**src/rtl/bcg_pkg.sv**
```systemverilog
// Shared types and constants for the bounding circle grower.
// Depends on nothing; imported by the multiplier, the restoring unit, the top level and the bench.
`default_nettype none
package bcg_pkg;

    localparam int CW        = 32;  // centre and point coordinate width
    localparam int RW        = 31;  // radius width
    localparam int CFG_IDX_W = 2;
    localparam int NUM_W     = 66;  // squared distance width
    localparam int ROOT_W    = 33;  // root and quotient width
    localparam int REM_W     = 36;  // partial remainder width
    localparam int ITER_N    = 33;  // steps per root or quotient
    localparam int CNT_W     = 6;

    typedef enum logic [CFG_IDX_W-1:0] {
        CFG_SEED_CX = 2'd0,
        CFG_SEED_CY = 2'd1,
        CFG_SEED_R  = 2'd2
    } cfg_idx_t;

    typedef enum logic [1:0] {
        ITER_SQRT = 2'b01,
        ITER_DIV  = 2'b10
    } iter_mode_t;

    typedef struct packed {
        logic              start;
        iter_mode_t        mode;
        logic [REM_W-1:0]  rem;
        logic [NUM_W-1:0]  bits;
        logic [ROOT_W-1:0] divisor;
    } iter_cmd_t;

    typedef struct packed {
        logic busy;
        logic done;
    } iter_stat_t;

endpackage
`default_nettype wire

```
**src/rtl/bcg_mul.sv**
```systemverilog
// Shared 32x32 unsigned multiplier with a registered product.
// Depends on bcg_pkg.
`default_nettype none
module bcg_mul (
    input  wire logic                   clk,
    input  wire logic [bcg_pkg::CW-1:0] a,
    input  wire logic [bcg_pkg::CW-1:0] b,
    output logic [2*bcg_pkg::CW-1:0]    p
);
    import bcg_pkg::*;

    logic [2*CW-1:0] p_reg;

    always_ff @(posedge clk)
    begin
        p_reg <= a * b;
    end

    assign p = p_reg;
endmodule
`default_nettype wire

```
**config.mk**
```make
export PLATFORM = sky130hd
export DESIGN_NAME = bcg_mul
export DESIGN_NICKNAME = d
export VERILOG_FILES = /design/src/rtl/bcg_pkg.sv /design/src/rtl/bcg_mul.sv
export SDC_FILE = /design/constraint.sdc
export NUM_CORES = 2
export LEC_CHECK = 0
export BUFFER_PORTS_ARGS = -buffer_cell sky130_fd_sc_hd__buf_2
export CAP_MARGIN = 40
export CORE_MARGIN = 10
export CORE_UTILIZATION = 58
export DETAILED_ROUTE_END_ITERATION = 7
export PLACE_DENSITY = 0.75
export SLEW_MARGIN = 25
export SYNTH_ARGS = -nofsm -noshare
export SYNTH_HDL_FRONTEND = slang
export SYNTH_SLANG_ARGS = --single-unit
```
**constraint.sdc**
```tcl
create_clock -name clk -period 12.9 [get_ports clk]
set_input_delay 0.645 -clock clk [delete_from_list [all_inputs] [get_ports clk]]
set_output_delay 0.645 -clock clk [all_outputs]
set_load 0.005 [all_outputs]
```
==> flow_metrics.env <==
export IMPL_rows=89
export IMPL_syn_area_mm2=0.0347
export IMPL_worstHoldPathType="input pin to flip-flop"
export IMPL_synth_distinct_cells=57
export IMPL_drt_initial_drc_count=1516
export IMPL_ys_flop_type="dfxtp_1"
export IMPL_synth_edf_count=0
export IMPL_rsz0062_at_grt="false"
export IMPL_cts_tree="built"
export IMPL_ys_warn_count=0
export IMPL_dr_pass1_iters=6
export IMPL_cp_start_kind="input pin"
export IMPL_die_area_mm2=0.0700
export IMPL_die_h_um=265
export IMPL_synth_cells=3748
export IMPL_syn_area_per_cell_um2=9.25
export IMPL_area_delta_synth_final_pct=3.20
export IMPL_layout_min_cycle_time_ns=8.12
export IMPL_finalSetupViolCount=0
export IMPL_clkSlewWorstSetupHoldPaths_ns=0.06
export IMPL_layout_drive_gt1_share_pct=4.44
export IMPL_cts_resized=0
export IMPL_drc=0
export IMPL_fin_tns_setup_ns=0
export IMPL_status="completed"
export IMPL_path_max_fanout=32
export IMPL_synth_area_leaders="fa_1, and2_1, ha_1"
export IMPL_fin_crit_sh_pct=63.0
export IMPL_cpLargestDelayFamily="adder cells"
export IMPL_final_common_cell="fa_1"
export IMPL_path_common_cell="fa_1"
export IMPL_finalHoldViolCount=0
export IMPL_drv_slew=0
export IMPL_vias=25186
export IMPL_fillerInstances=5053
export IMPL_vias_per_cell=5.65
export IMPL_coreArea_mm2=0.0591
export IMPL_numCtsBuffers=9
export IMPL_synth_nets=4972
export IMPL_grt_overflow=0
export IMPL_portBuffers=128
export IMPL_post_dp_hpwl_um=71200
export IMPL_clk_path_buf_depth=2
export IMPL_seq_area_frac_synth_pct=3.69
export IMPL_synthArstFlopShare_pct=0
export IMPL_cp_required_ns=13.18
export IMPL_synth_top_area_share_pct=51.7
export IMPL_tightest_slew_ns=0.819
export IMPL_clock_root_buffer="clkbuf_16"
export IMPL_grt_max_degree=33
export IMPL_ant_nets=0
export IMPL_cts_hold_buf=0
export IMPL_grt_total_usage_pct=26.7
export IMPL_ys_ff_latch=64
export IMPL_ios=129
export IMPL_critPathArrivalTime_ns=8.40
export IMPL_routedWlPerCell_um=20.2
export IMPL_cts_sinks=64
export IMPL_cts_setup_buffers=0
export IMPL_nets=4894
export IMPL_fmax_mhz=123
export IMPL_start_util_pct=58.6
export IMPL_synth_largest_area_cell="fa_1"
export IMPL_path_cells="buf_2, nand2_1, fa_1, fa_1, fa_1, fa_1, inv_1, fa_1, fa_1, fa_1, inv_1, fa_1, inv_1, ha_1, nand4_1, or4_1, or3_1, a31oi_1, a31o_2, a211oi_1, o21ai_1, xor2_1"
export IMPL_crit_buf_inv=4
export IMPL_crit_path_max_incr_delay_ns=0.60
export IMPL_cap_violations=0
export IMPL_layout_common_cells="fa_1, inv_1, and2_1, nand2_1, ha_1"
export IMPL_worstSetupEndpointType="flip-flop"
export IMPL_fp_dieW_um=265
export IMPL_slew_headroom_pct=45.4
export IMPL_gp_congestion=0.916
export IMPL_largest_reg_flops=64
export IMPL_antenna_found_initial=8
export IMPL_cts_max_level=3
export IMPL_first_global_vias=27727
export IMPL_cpMaxStageDelayCell="buf_2"
export IMPL_wirelength_um=89900
export IMPL_crit_type="input pin to flip-flop"
export IMPL_grt_pass1_wl_um=147000
[Yosys cell counts (all sizes together), types with 2 or more instances]
library cell	number
a311oi	2
and4	3
nand3	10
or4	3
nand2	480
clkbuf	213
nand4	23
and3	14
dfxtp	64
buf	7
a31oi	12
and3b	2
nand2b	2
o21a	9
ha	263
nor3	7
o221ai	3
a21oi	66
xor2	25
a211oi	3
or2	3
a21o	40
a221o	4
fa	896
nor2	20
a221oi	4
inv	865
o21bai	11
a21boi	3
xnor2	35
or3	3
o31ai	5
and2	602
nor2b	2
o21ai	26
o211ai	2
o221a	2
[cell type report]
class	count	area [um2]	share of cell area [%]
multi-input cells	2599	29300	81.9
clock buffers	10	229	0.640
diodes	7	17.5	0.0490
repair buffers	131	683	1.91
clock inverters	6	45.0	0.126
well taps	773	967	2.70
inverters	865	3250	9.07
flip-flops and latches	64	1280	3.58
[stage by stage]
step | hold WS, ns | std cells | utilization (%) | instance area (um2) | setup WS, ns
2_1_floorplan | 0.772 | 3748 | - | 34700 | 5.50
3_3_place_gp | 1.03 | 4431 | 60.0 | 35500 | 4.53
3_5_place_dp | 1.03 | 4431 | 60.0 | 35500 | 4.46
4_1_cts | 0.901 | 4447 | 60.4 | 35700 | 4.82
5_1_grt | 0.911 | 4454 | 60.5 | 35800 | 4.35
6_report | 0.910 | 4455 | 60.5 | 35800 | 4.78
[tightest hold or removal path, delay by kind of cell]
| kind | cells | cell delay [ns] |
|---|---|---|
| buffers and inverters | 2 | 0.33 |
| and+or+nand+nor | 1 | 0.22 |
[cell families (layout without fill, tap and decap cells)]
logic type / Yosys count / count (layout) / share of synthesized area, %
multiplexers: 1 / 1 / 0.0289
AND/OR/NAND/NOR: 1177 / 1177 / 17.6
other: 0 / 7 / 0
flip-flops: 64 / 64 / 3.69
buffers and inverters: 1085 / 1012 / 11.8
XOR/XNOR: 60 / 60 / 1.52
adder cells (fa/ha/maj): 1159 / 1159 / 61.2
AO/OA/AOI/OAI: 202 / 202 / 4.15
[routing by layer]
| layer | vias up | GRT usage, % | routed length (um) |
|---|---|---|---|
| met5 | - | 0 | 13 |
| met1 | 13079 | 31.6 | 32000 |
| met3 | 289 | 3.44 | 6120 |
| li1 | 10691 | - | - |
| met2 | 1125 | 46.9 | 46300 |
| met4 | 2 | 13.8 | 5380 |
[path summary, 6_finish.rpt]
check  startpoint     to  slack [ns]  depth (start not counted)
max         a[26]  p[62]        4.78                         22
min          b[0]   p[0]        0.91                          3
Power is not shown: default switching activity piles up to over one toggle a cycle in this logic, so the estimate is an artifact.
