**src/rtl/bcg_pkg.sv**
```systemverilog
// Shared types and constants for the bounding circle grower.
// Depends on nothing; imported by the multiplier, the restoring unit, the top level and the bench.
`default_nettype none
package bcg_pkg;

    localparam int CW        = 32;  // centre and point coordinate width
    localparam int RW        = 31;  // radius width
    localparam int CFG_IDX_W = 2;
    localparam int NUM_W     = 66;  // squared distance width
    localparam int ROOT_W    = 33;  // root and quotient width
    localparam int REM_W     = 36;  // partial remainder width
    localparam int ITER_N    = 33;  // steps per root or quotient
    localparam int CNT_W     = 6;

    typedef enum logic [CFG_IDX_W-1:0] {
        CFG_SEED_CX = 2'd0,
        CFG_SEED_CY = 2'd1,
        CFG_SEED_R  = 2'd2
    } cfg_idx_t;

    typedef enum logic [1:0] {
        ITER_SQRT = 2'b01,
        ITER_DIV  = 2'b10
    } iter_mode_t;

    typedef struct packed {
        logic              start;
        iter_mode_t        mode;
        logic [REM_W-1:0]  rem;
        logic [NUM_W-1:0]  bits;
        logic [ROOT_W-1:0] divisor;
    } iter_cmd_t;

    typedef struct packed {
        logic busy;
        logic done;
    } iter_stat_t;

endpackage
`default_nettype wire

```
**src/rtl/bcg_iter.sv**
```systemverilog
// Shared restoring unit: one trial subtraction per cycle, used for the
// integer square root (two bits a step) and for division (one bit a step).
// Depends on bcg_pkg.
`default_nettype none
module bcg_iter (
    input  wire logic              clk,
    input  wire logic              rst_n,
    input  wire bcg_pkg::iter_cmd_t cmd,
    output bcg_pkg::iter_stat_t    stat,
    output logic [bcg_pkg::ROOT_W-1:0] result
);
    import bcg_pkg::*;

    logic [REM_W-1:0]  rem_reg, rem_next;
    logic [NUM_W-1:0]  bits_reg, bits_next;
    logic [ROOT_W-1:0] acc_reg, acc_next;
    logic [ROOT_W-1:0] div_reg;
    iter_mode_t        mode_reg;
    logic [CNT_W-1:0]  cnt_reg, cnt_next;
    logic              busy_reg, busy_next;
    logic              done_reg, done_next;
    logic [REM_W-1:0]  cand;
    logic [REM_W-1:0]  trial;
    logic              ge;

    always_comb
    begin
        if (mode_reg == ITER_SQRT)
        begin
            cand  = {rem_reg[REM_W-3:0], bits_reg[NUM_W-1 -: 2]};
            trial = {1'b0, acc_reg, 2'b01};
        end
        else
        begin
            cand  = {rem_reg[REM_W-2:0], bits_reg[NUM_W-1]};
            trial = {3'b000, div_reg};
        end
        ge = (cand >= trial);
    end

    always_comb
    begin
        rem_next  = rem_reg;
        bits_next = bits_reg;
        acc_next  = acc_reg;
        cnt_next  = cnt_reg;
        busy_next = busy_reg;
        done_next = 1'b0;
        if (cmd.start)
        begin
            rem_next  = cmd.rem;
            bits_next = cmd.bits;
            acc_next  = '0;
            cnt_next  = CNT_W'(ITER_N);
            busy_next = 1'b1;
        end
        else if (busy_reg)
        begin
            rem_next = ge ? (cand - trial) : cand;
            acc_next = {acc_reg[ROOT_W-2:0], ge};
            if (mode_reg == ITER_SQRT)
                bits_next = {bits_reg[NUM_W-3:0], 2'b00};
            else
                bits_next = {bits_reg[NUM_W-2:0], 1'b0};
            cnt_next = cnt_reg - CNT_W'(1);
            if (cnt_reg == CNT_W'(1))
            begin
                busy_next = 1'b0;
                done_next = 1'b1;
            end
        end
    end

    always_ff @(posedge clk or negedge rst_n)
    begin
        if (!rst_n)
        begin
            busy_reg <= 1'b0;
            done_reg <= 1'b0;
            cnt_reg  <= '0;
            mode_reg <= ITER_SQRT;
        end
        else
        begin
            busy_reg <= busy_next;
            done_reg <= done_next;
            cnt_reg  <= cnt_next;
            if (cmd.start)
                mode_reg <= cmd.mode;
        end
    end

    always_ff @(posedge clk)
    begin
        rem_reg  <= rem_next;
        bits_reg <= bits_next;
        acc_reg  <= acc_next;
        if (cmd.start)
            div_reg <= cmd.divisor;
    end

    assign stat.busy = busy_reg;
    assign stat.done = done_reg;
    assign result    = acc_reg;
endmodule
`default_nettype wire

```
**config.mk**
```make
export PLATFORM = sky130hd
export DESIGN_NAME = bcg_iter
export DESIGN_NICKNAME = d
export VERILOG_FILES = /design/src/rtl/bcg_pkg.sv /design/src/rtl/bcg_iter.sv
export SDC_FILE = /design/constraint.sdc
export NUM_CORES = 1
export LEC_CHECK = 0
export BUFFER_PORTS_ARGS = -buffer_cell sky130_fd_sc_hd__buf_2
export CAP_MARGIN = 20
export CORE_UTILIZATION = 40
export CTS_BUF_LIST = sky130_fd_sc_hd__clkbuf_16
export DETAILED_ROUTE_END_ITERATION = 8
export PLACE_DENSITY = 0.7
export SLEW_MARGIN = 25
export SYNTH_ARGS = -nofsm -noshare
export SYNTH_HDL_FRONTEND = slang
export SYNTH_SLANG_ARGS = --single-unit
```
**constraint.sdc**
```tcl
create_clock -name clk -period 11.85 [get_ports clk]
set_input_delay 1.185 -clock clk [delete_from_list [all_inputs] [get_ports clk]]
set_output_delay 1.185 -clock clk [all_outputs]
set_load 0.1 [all_outputs]
```
==> impl_metrics.toml, run 1 <==
[synthesis]
synth_edf_count = 134
synth_top_cell_by_area = "edfxtp_1"
netlist_area_um2 = 10500
syn_inst = 1055
syn_area_per_cell_um2 = 9.94
yosysTopAreaCellShare = 0.384
synth_area_leaders = "edfxtp_1 38%, mux2i_1 13%, nand2_1 7.6%, dfxtp_1 6.3%, ha_1 4.4%"
synthMostInstantiatedCell = "nand2_1"
syn_nets = 1233
synth_ff_type = "edfxtp_1"
synth.distinct_cells = 67
yosysWarnings = 0
synth_async_sr_flop_share = 0.0565
ys_seq_area_frac = 0.471
yosys_register_bits = 177
synth_commonest_cells = "212 x nand2_1, 139 x mux2i_1, 134 x edfxtp_1"

[placed_design]
gp_congestion = 0.817
placed_cell_area_um2 = 11600
io_buffer_count = 173
dp.final_hpwl_mm = 17.7
dpl_worst_slack_ns = 6.59
placed_cells = 1503

[global_route]
grt_pass1_wl_mm = 39.8
met2_usage = 0.300
busiest_layer = "met2"
track_usage = 0.189
grt_pass1_vias = 7896
antenna_found_initial = 0
met1_usage = 0.263
grt_max_degree = 114
grt.overflow.total = 0
grt_util_met3 = 0.0369

[drt]
drcViolationCount = 0
vias = 8186
drt-total-wl_mm = 24.9
wl_per_cell_um = 16.2
drtIter0Drc = 454
postRouteAntennaNets = 0
dr.pass1.iters = 5
routed_via_density = 5.33

[clock_tree]
clockBufferDepth = 2
cts_buffers = 17
cts_num_sinks = 177
clock_latency_ns = 0.43
cts_tree = "done"
holdBufCountCts = 0
ctsHtreeMaxLevel = 4
root_buffer = "clkbuf_16"
clk_pin_slew_ns = 0.07
post_cts_buffers = 0
cts_resized = 0

[worst_setup_path]
cp-end-kind = "register"
worstPathMaxFanout = 28
crit_path_start_kind = "register"
required_ns = 12.01
worst-setup-path-type = "register to register"
cp.arrival_ns = 5.43

[power_and_ir_drop]
p_leak_nw = 5.62
ir_drop_v = 0.000110
p_per_area_nw_per_um2 = 223

[sta]
fin_skew_ns = 0.0131
drv_slew = 0
fmax_ghz = 0.190
setup_viol = 0
setup_tns_ns = 0
fin_ws_ns = 6.58
period_share = 0.444
hold_violations = 0
rsz0062_at_grt = "false"
tightest_slew_ns = 1.05
period_needed_ns = 5.27
relSlewSlack = 0.301

[finish]
largest_register_ffs = 66
drive_gt1_frac = 0.203
final_util = 0.476
antenna_cells = 0
fin_area_um2 = 12100
instances_no_fill = 1535
fin_nets = 1370
syn_to_final_growth_pct = 15.5
fillers = 2403

[die]
initial_core_util = 0.412
num_rows = 58
core_region_area_um2 = 25500
die_w_um = 164
dieArea_um2 = 26900
die_h_um = 164
io_pins = 175

[job]
maxCapViolations = 0

[run_status]
status = "completed"

[hold_path]
hp-class = "register to register"
[power breakdown]
| part | internal, mW | switching (mW) |
|---|---|---|
| logic | 0.515 | 0.723 |
| clock network | 0.276 | 0.257 |
| registers | 0.851 | 0.0746 |
[path summary, 6_finish.rpt]
| kind | startpoint | endpoint | slack (ns) | cells after the start |
|---|---|---|---|---|
| hold / removal | cnt_reg[5]$_DFFE_PN0P_ | cnt_reg[5]$_DFFE_PN0P_ | 0.53 | 2 |
| hold reg to reg | cnt_reg[5]$_DFFE_PN0P_ | cnt_reg[5]$_DFFE_PN0P_ | 0.53 | 2 |
| setup reg to reg | mode_reg[0]$_DFFE_PN1P_ | rem_reg[14]$_DFFE_PP_ | 6.58 | 14 |
| setup / recovery | mode_reg[0]$_DFFE_PN1P_ | rem_reg[14]$_DFFE_PP_ | 6.58 | 14 |
| min in group asynchronous | rst_n | cnt_reg[4]$_DFFE_PN0P_ | 0.64 | 1 |
| max in group asynchronous | rst_n | mode_reg[0]$_DFFE_PN1P_ | 10.94 | 1 |
[critical path, cell delays in order (launching register included)]
cell and delay (ns):
dfstp_2 0.55, nor2b_4 0.73, buf_4 0.43, nand2_1 0.09, nand2_1 0.08, ha_1 0.35
a21o_1 0.24, a21o_1 0.19, a21oi_1 0.22, o221ai_2 0.16, a21oi_1 0.15, a21o_1 0.20
a21o_1 0.84, nor2_2 0.35, a221o_1 0.41
[routing by layer]
metal | vias up | part of all wire
met3 | 21 | 0.052
met2 | 212 | 0.44
li1 | 4100 | -
met4 | 0 | 0.013
met5 | - | 0
met1 | 3853 | 0.49
[cell usage in the layout (no fill, tap or decap), drive strengths merged, types with 17 or more instances in the layout]
| cell | count |
|---|---|
| a21o | 24 |
| ha | 37 |
| mux2i | 139 |
| buf | 182 |
| edfxtp | 134 |
| o21ai | 88 |
| a21oi | 38 |
| inv | 26 |
| nand2 | 212 |
| nor2 | 74 |
| clkbuf | 17 |
| dfxtp | 33 |
[cells by family after synthesis]
family                     count (synthesis)  synth area share
and+or+nand+nor                          368             0.152
AOI/OAI and AO/OA                        219             0.134
DFF                                      177             0.471
muxes                                    147             0.141
buffers and inverters                     77            0.0325
adders and majority gates                 38            0.0461
xor gates and xnor gates                  29            0.0242
[through the flow]
step                power [mW]  hold WS [ns]
CTS                       2.71         0.530
detailed placement        2.16         0.506
finish                    2.70         0.529
floorplan                 1.92         0.484
global placement          2.13         0.509
global route              2.89         0.567
[layout make-up]
type | count | area (um2) | share of cell area
Inverter | 13 | 51.3 | 0.00423
Clock inverter | 15 | 119 | 0.00981
Clock buffer | 17 | 425 | 0.0351
Tap cell | 330 | 413 | 0.0341
Multi-Input combinational cell | 801 | 5230 | 0.431
Sequential cell | 177 | 4940 | 0.408
Timing Repair Buffer | 182 | 943 | 0.0779
Note: power is estimated with default switching activity, not from simulation.
==> run 2: changes to the inputs <==
Settings changed: PLACE_DENSITY 0.7 to 0.72.
Clock period 11.85 ns to 4.7 ns, I/O delays scaled along.
==> run 2 against run 1 <==
Against the previous run: global-route usage is 0.13 points lower; register-to-register slack worse by 5.9 ns; largest power group unchanged; critical endpoint is now rem_reg[5]$_DFFE_PP_; design area is 1.2% higher; clock skew is 0.0070 ns higher; sequential share of layout area is 0.47 points lower; highest routed layer is now met5.
==> impl_metrics.toml, run 2 (synthesis results as in run 1) <==
[sta]
hold_violations = 0
period_share = 0.847
fin_skew_ns = 0.0202
setup_viol = 0
period_needed_ns = 3.98
rsz0062_at_grt = "false"
relSlewSlack = 0.310
setup_tns_ns = 0
drv_slew = 0
tightest_slew_ns = 1.03
fmax_ghz = 0.251

[placed_design]
io_buffer_count = 173
placed_cell_area_um2 = 11600
dp.final_hpwl_mm = 17.6
gp_congestion = 0.859

[finish]
antenna_cells = 0
fin_area_um2 = 12300
mostFrequentLayoutCells = "212 x nand2_1, 172 x buf_2, 139 x mux2i_1, 134 x edfxtp_1, 88 x o21ai_0"
final_common_cell = "nand2_1"
fin_nets = 1376
syn_to_final_growth_pct = 16.9
largest_register_ffs = 66
drive_gt1_frac = 0.206

[clock_tree]
clockBufferDepth = 2
ctsHtreeMaxLevel = 4
cts_resized = 0
clock_latency_ns = 0.43
cts_buffers = 17
cts_num_sinks = 177
clk_pin_slew_ns = 0.08
root_buffer = "clkbuf_16"
cts_tree = "done"

[drt]
routed_via_density = 5.32
drtIter0Drc = 560
wl_per_cell_um = 16.0
vias = 8202
drt-total-wl_mm = 24.7
dr.pass1.iters = 5
postRouteAntennaNets = 0
drcViolationCount = 0

[worst_setup_path]
cp.arrival_ns = 4.13
crit_slowest_cell = "mux2i_1"
critPathMaxStageDelay_ns = 0.42
cp_num_buf_inv = 2
cp-end-kind = "register"
required_ns = 4.85
rrSetupSlack_ns = 0.72
reg2reg_from = "mode_reg[1]$_DFFE_PN0P_"
reg2regPathDepth = 13
worst-setup-path-type = "register to register"
crit_family = "compound AO/OA/AOI/OAI gates"
crit_path_start_kind = "register"
cp-startpoint = "mode_reg[1]$_DFFE_PN0P_"
crit_chain = "nand2b_2 > buf_12 > mux2i_1 > ha_1 > nand4_1 > or2_1 > o221ai_2 > a21oi_1 > a21o_1 > a21oi_2 > buf_4 > mux2i_1 > a21oi_1"
r2r-end = "rem_reg[5]$_DFFE_PP_"
worstPathMaxFanout = 47

[power_and_ir_drop]
p_per_area_nw_per_um2 = 568
ir_drop_v = 0.000334
p_leak_nw = 5.68

[die]
initial_core_util = 0.412
io_pins = 175
die_h_um = 164
num_rows = 58
die_w_um = 164
core_region_area_um2 = 25500
dieArea_um2 = 26900

[hold_path]
holdPathStages = 1
worstHoldStart = "cmd[22]"
holdPathEnd = "div_reg[22]$_DFFE_PP_"
hp-class = "input port to register"

[global_route]
antenna_found_initial = 1
grt_pass1_vias = 7940
grt.overflow.total = 0
track_usage = 0.187
grt_max_degree = 113
grt_pass1_wl_mm = 39.4

[job]
maxCapViolations = 0

[run_status]
status = "completed"
[run 2: cell count changes in the layout (fill, tap and decap cells not counted), moves of 2 or more]
cell       before  now
buf_12          0    2
clkbuf_16      17   20
inv_4           3    0
buf_4           8   12
clkinv_4        0    3
inv_6           8    3
[run 2: worst max-delay path by stage]
stage          cells past startpoint                     to  slack, ns
6_report                          13   rem_reg[5]$_DFFE_PP_       0.72
5_1_grt                           15   rem_reg[1]$_DFFE_PP_       0.44
4_1_cts                           15   rem_reg[0]$_DFFE_PP_       0.73
3_5_place_dp                      15   rem_reg[0]$_DFFE_PP_       0.74
3_3_place_gp                      12  rem_reg[14]$_DFFE_PP_       0.72
2_1_floorplan                     17  rem_reg[24]$_DFFE_PP_       0.42
[run 2: layer usage]
metal	global-route usage	routed length (um)	up-vias
li1	-	-	4118
met1	0.255	12100	3815
met2	0.301	11000	244
met3	0.0364	1320	23
met4	0.0568	347	2
met5	0	12	-
[run 2: area by class of cell]
cell class / count / area, um2
Timing Repair Buffer: 188 / 1010
Inverter: 13 / 50.0
Clock buffer: 20 / 500
Tap cell: 330 / 413
Fill cell: 2349 / 13200
Sequential cell: 177 / 4940
Multi-Input combinational cell: 801 / 5230
Clock inverter: 12 / 118
[run 2: worst reg2reg max path, cell delays in order (launching register included)]
cell      delay [ns]
dfrtp_1         0.39
nand2b_2        0.17
buf_12          0.25
mux2i_1         0.48
ha_1            0.32
nand4_1         0.23
or2_1           0.31
o221ai_2        0.21
a21oi_1         0.07
a21o_1          0.23
a21oi_2         0.39
buf_4           0.33
mux2i_1         0.23
a21oi_1         0.10
[run 2: power by group]
part	total [mW]	leakage, nW	internal [mW]	switching [mW]
Combinational	3.15	3.57	1.33	1.83
Clock	1.47	0.309	0.837	0.631
Sequential	2.33	1.80	2.15	0.188
Total	6.96	5.68	4.31	2.64
[run 2: through the flow]
stage | cells | hold WS, ns | power [mW] | utilization | setup WS, ns
2_1_floorplan | 1055 | 0.174 | 4.83 | - | 0.421
3_3_place_gp | 1508 | 0.362 | 5.41 | 0.456 | 0.717
3_5_place_dp | 1508 | 0.366 | 5.48 | 0.456 | 0.740
4_1_cts | 1541 | 0.191 | 6.97 | 0.481 | 0.725
5_1_grt | 1541 | 0.189 | 7.45 | 0.481 | 0.438
6_report | 1541 | 0.205 | 6.96 | 0.481 | 0.720
[run 2: timing repair]
action | in CTS | in global routing
endpoints found under the setup margin | 0 | 0
hold buffers | 1 | 0
endpoints found under the hold margin | 9 | 0
setup buffers | 0 | 0
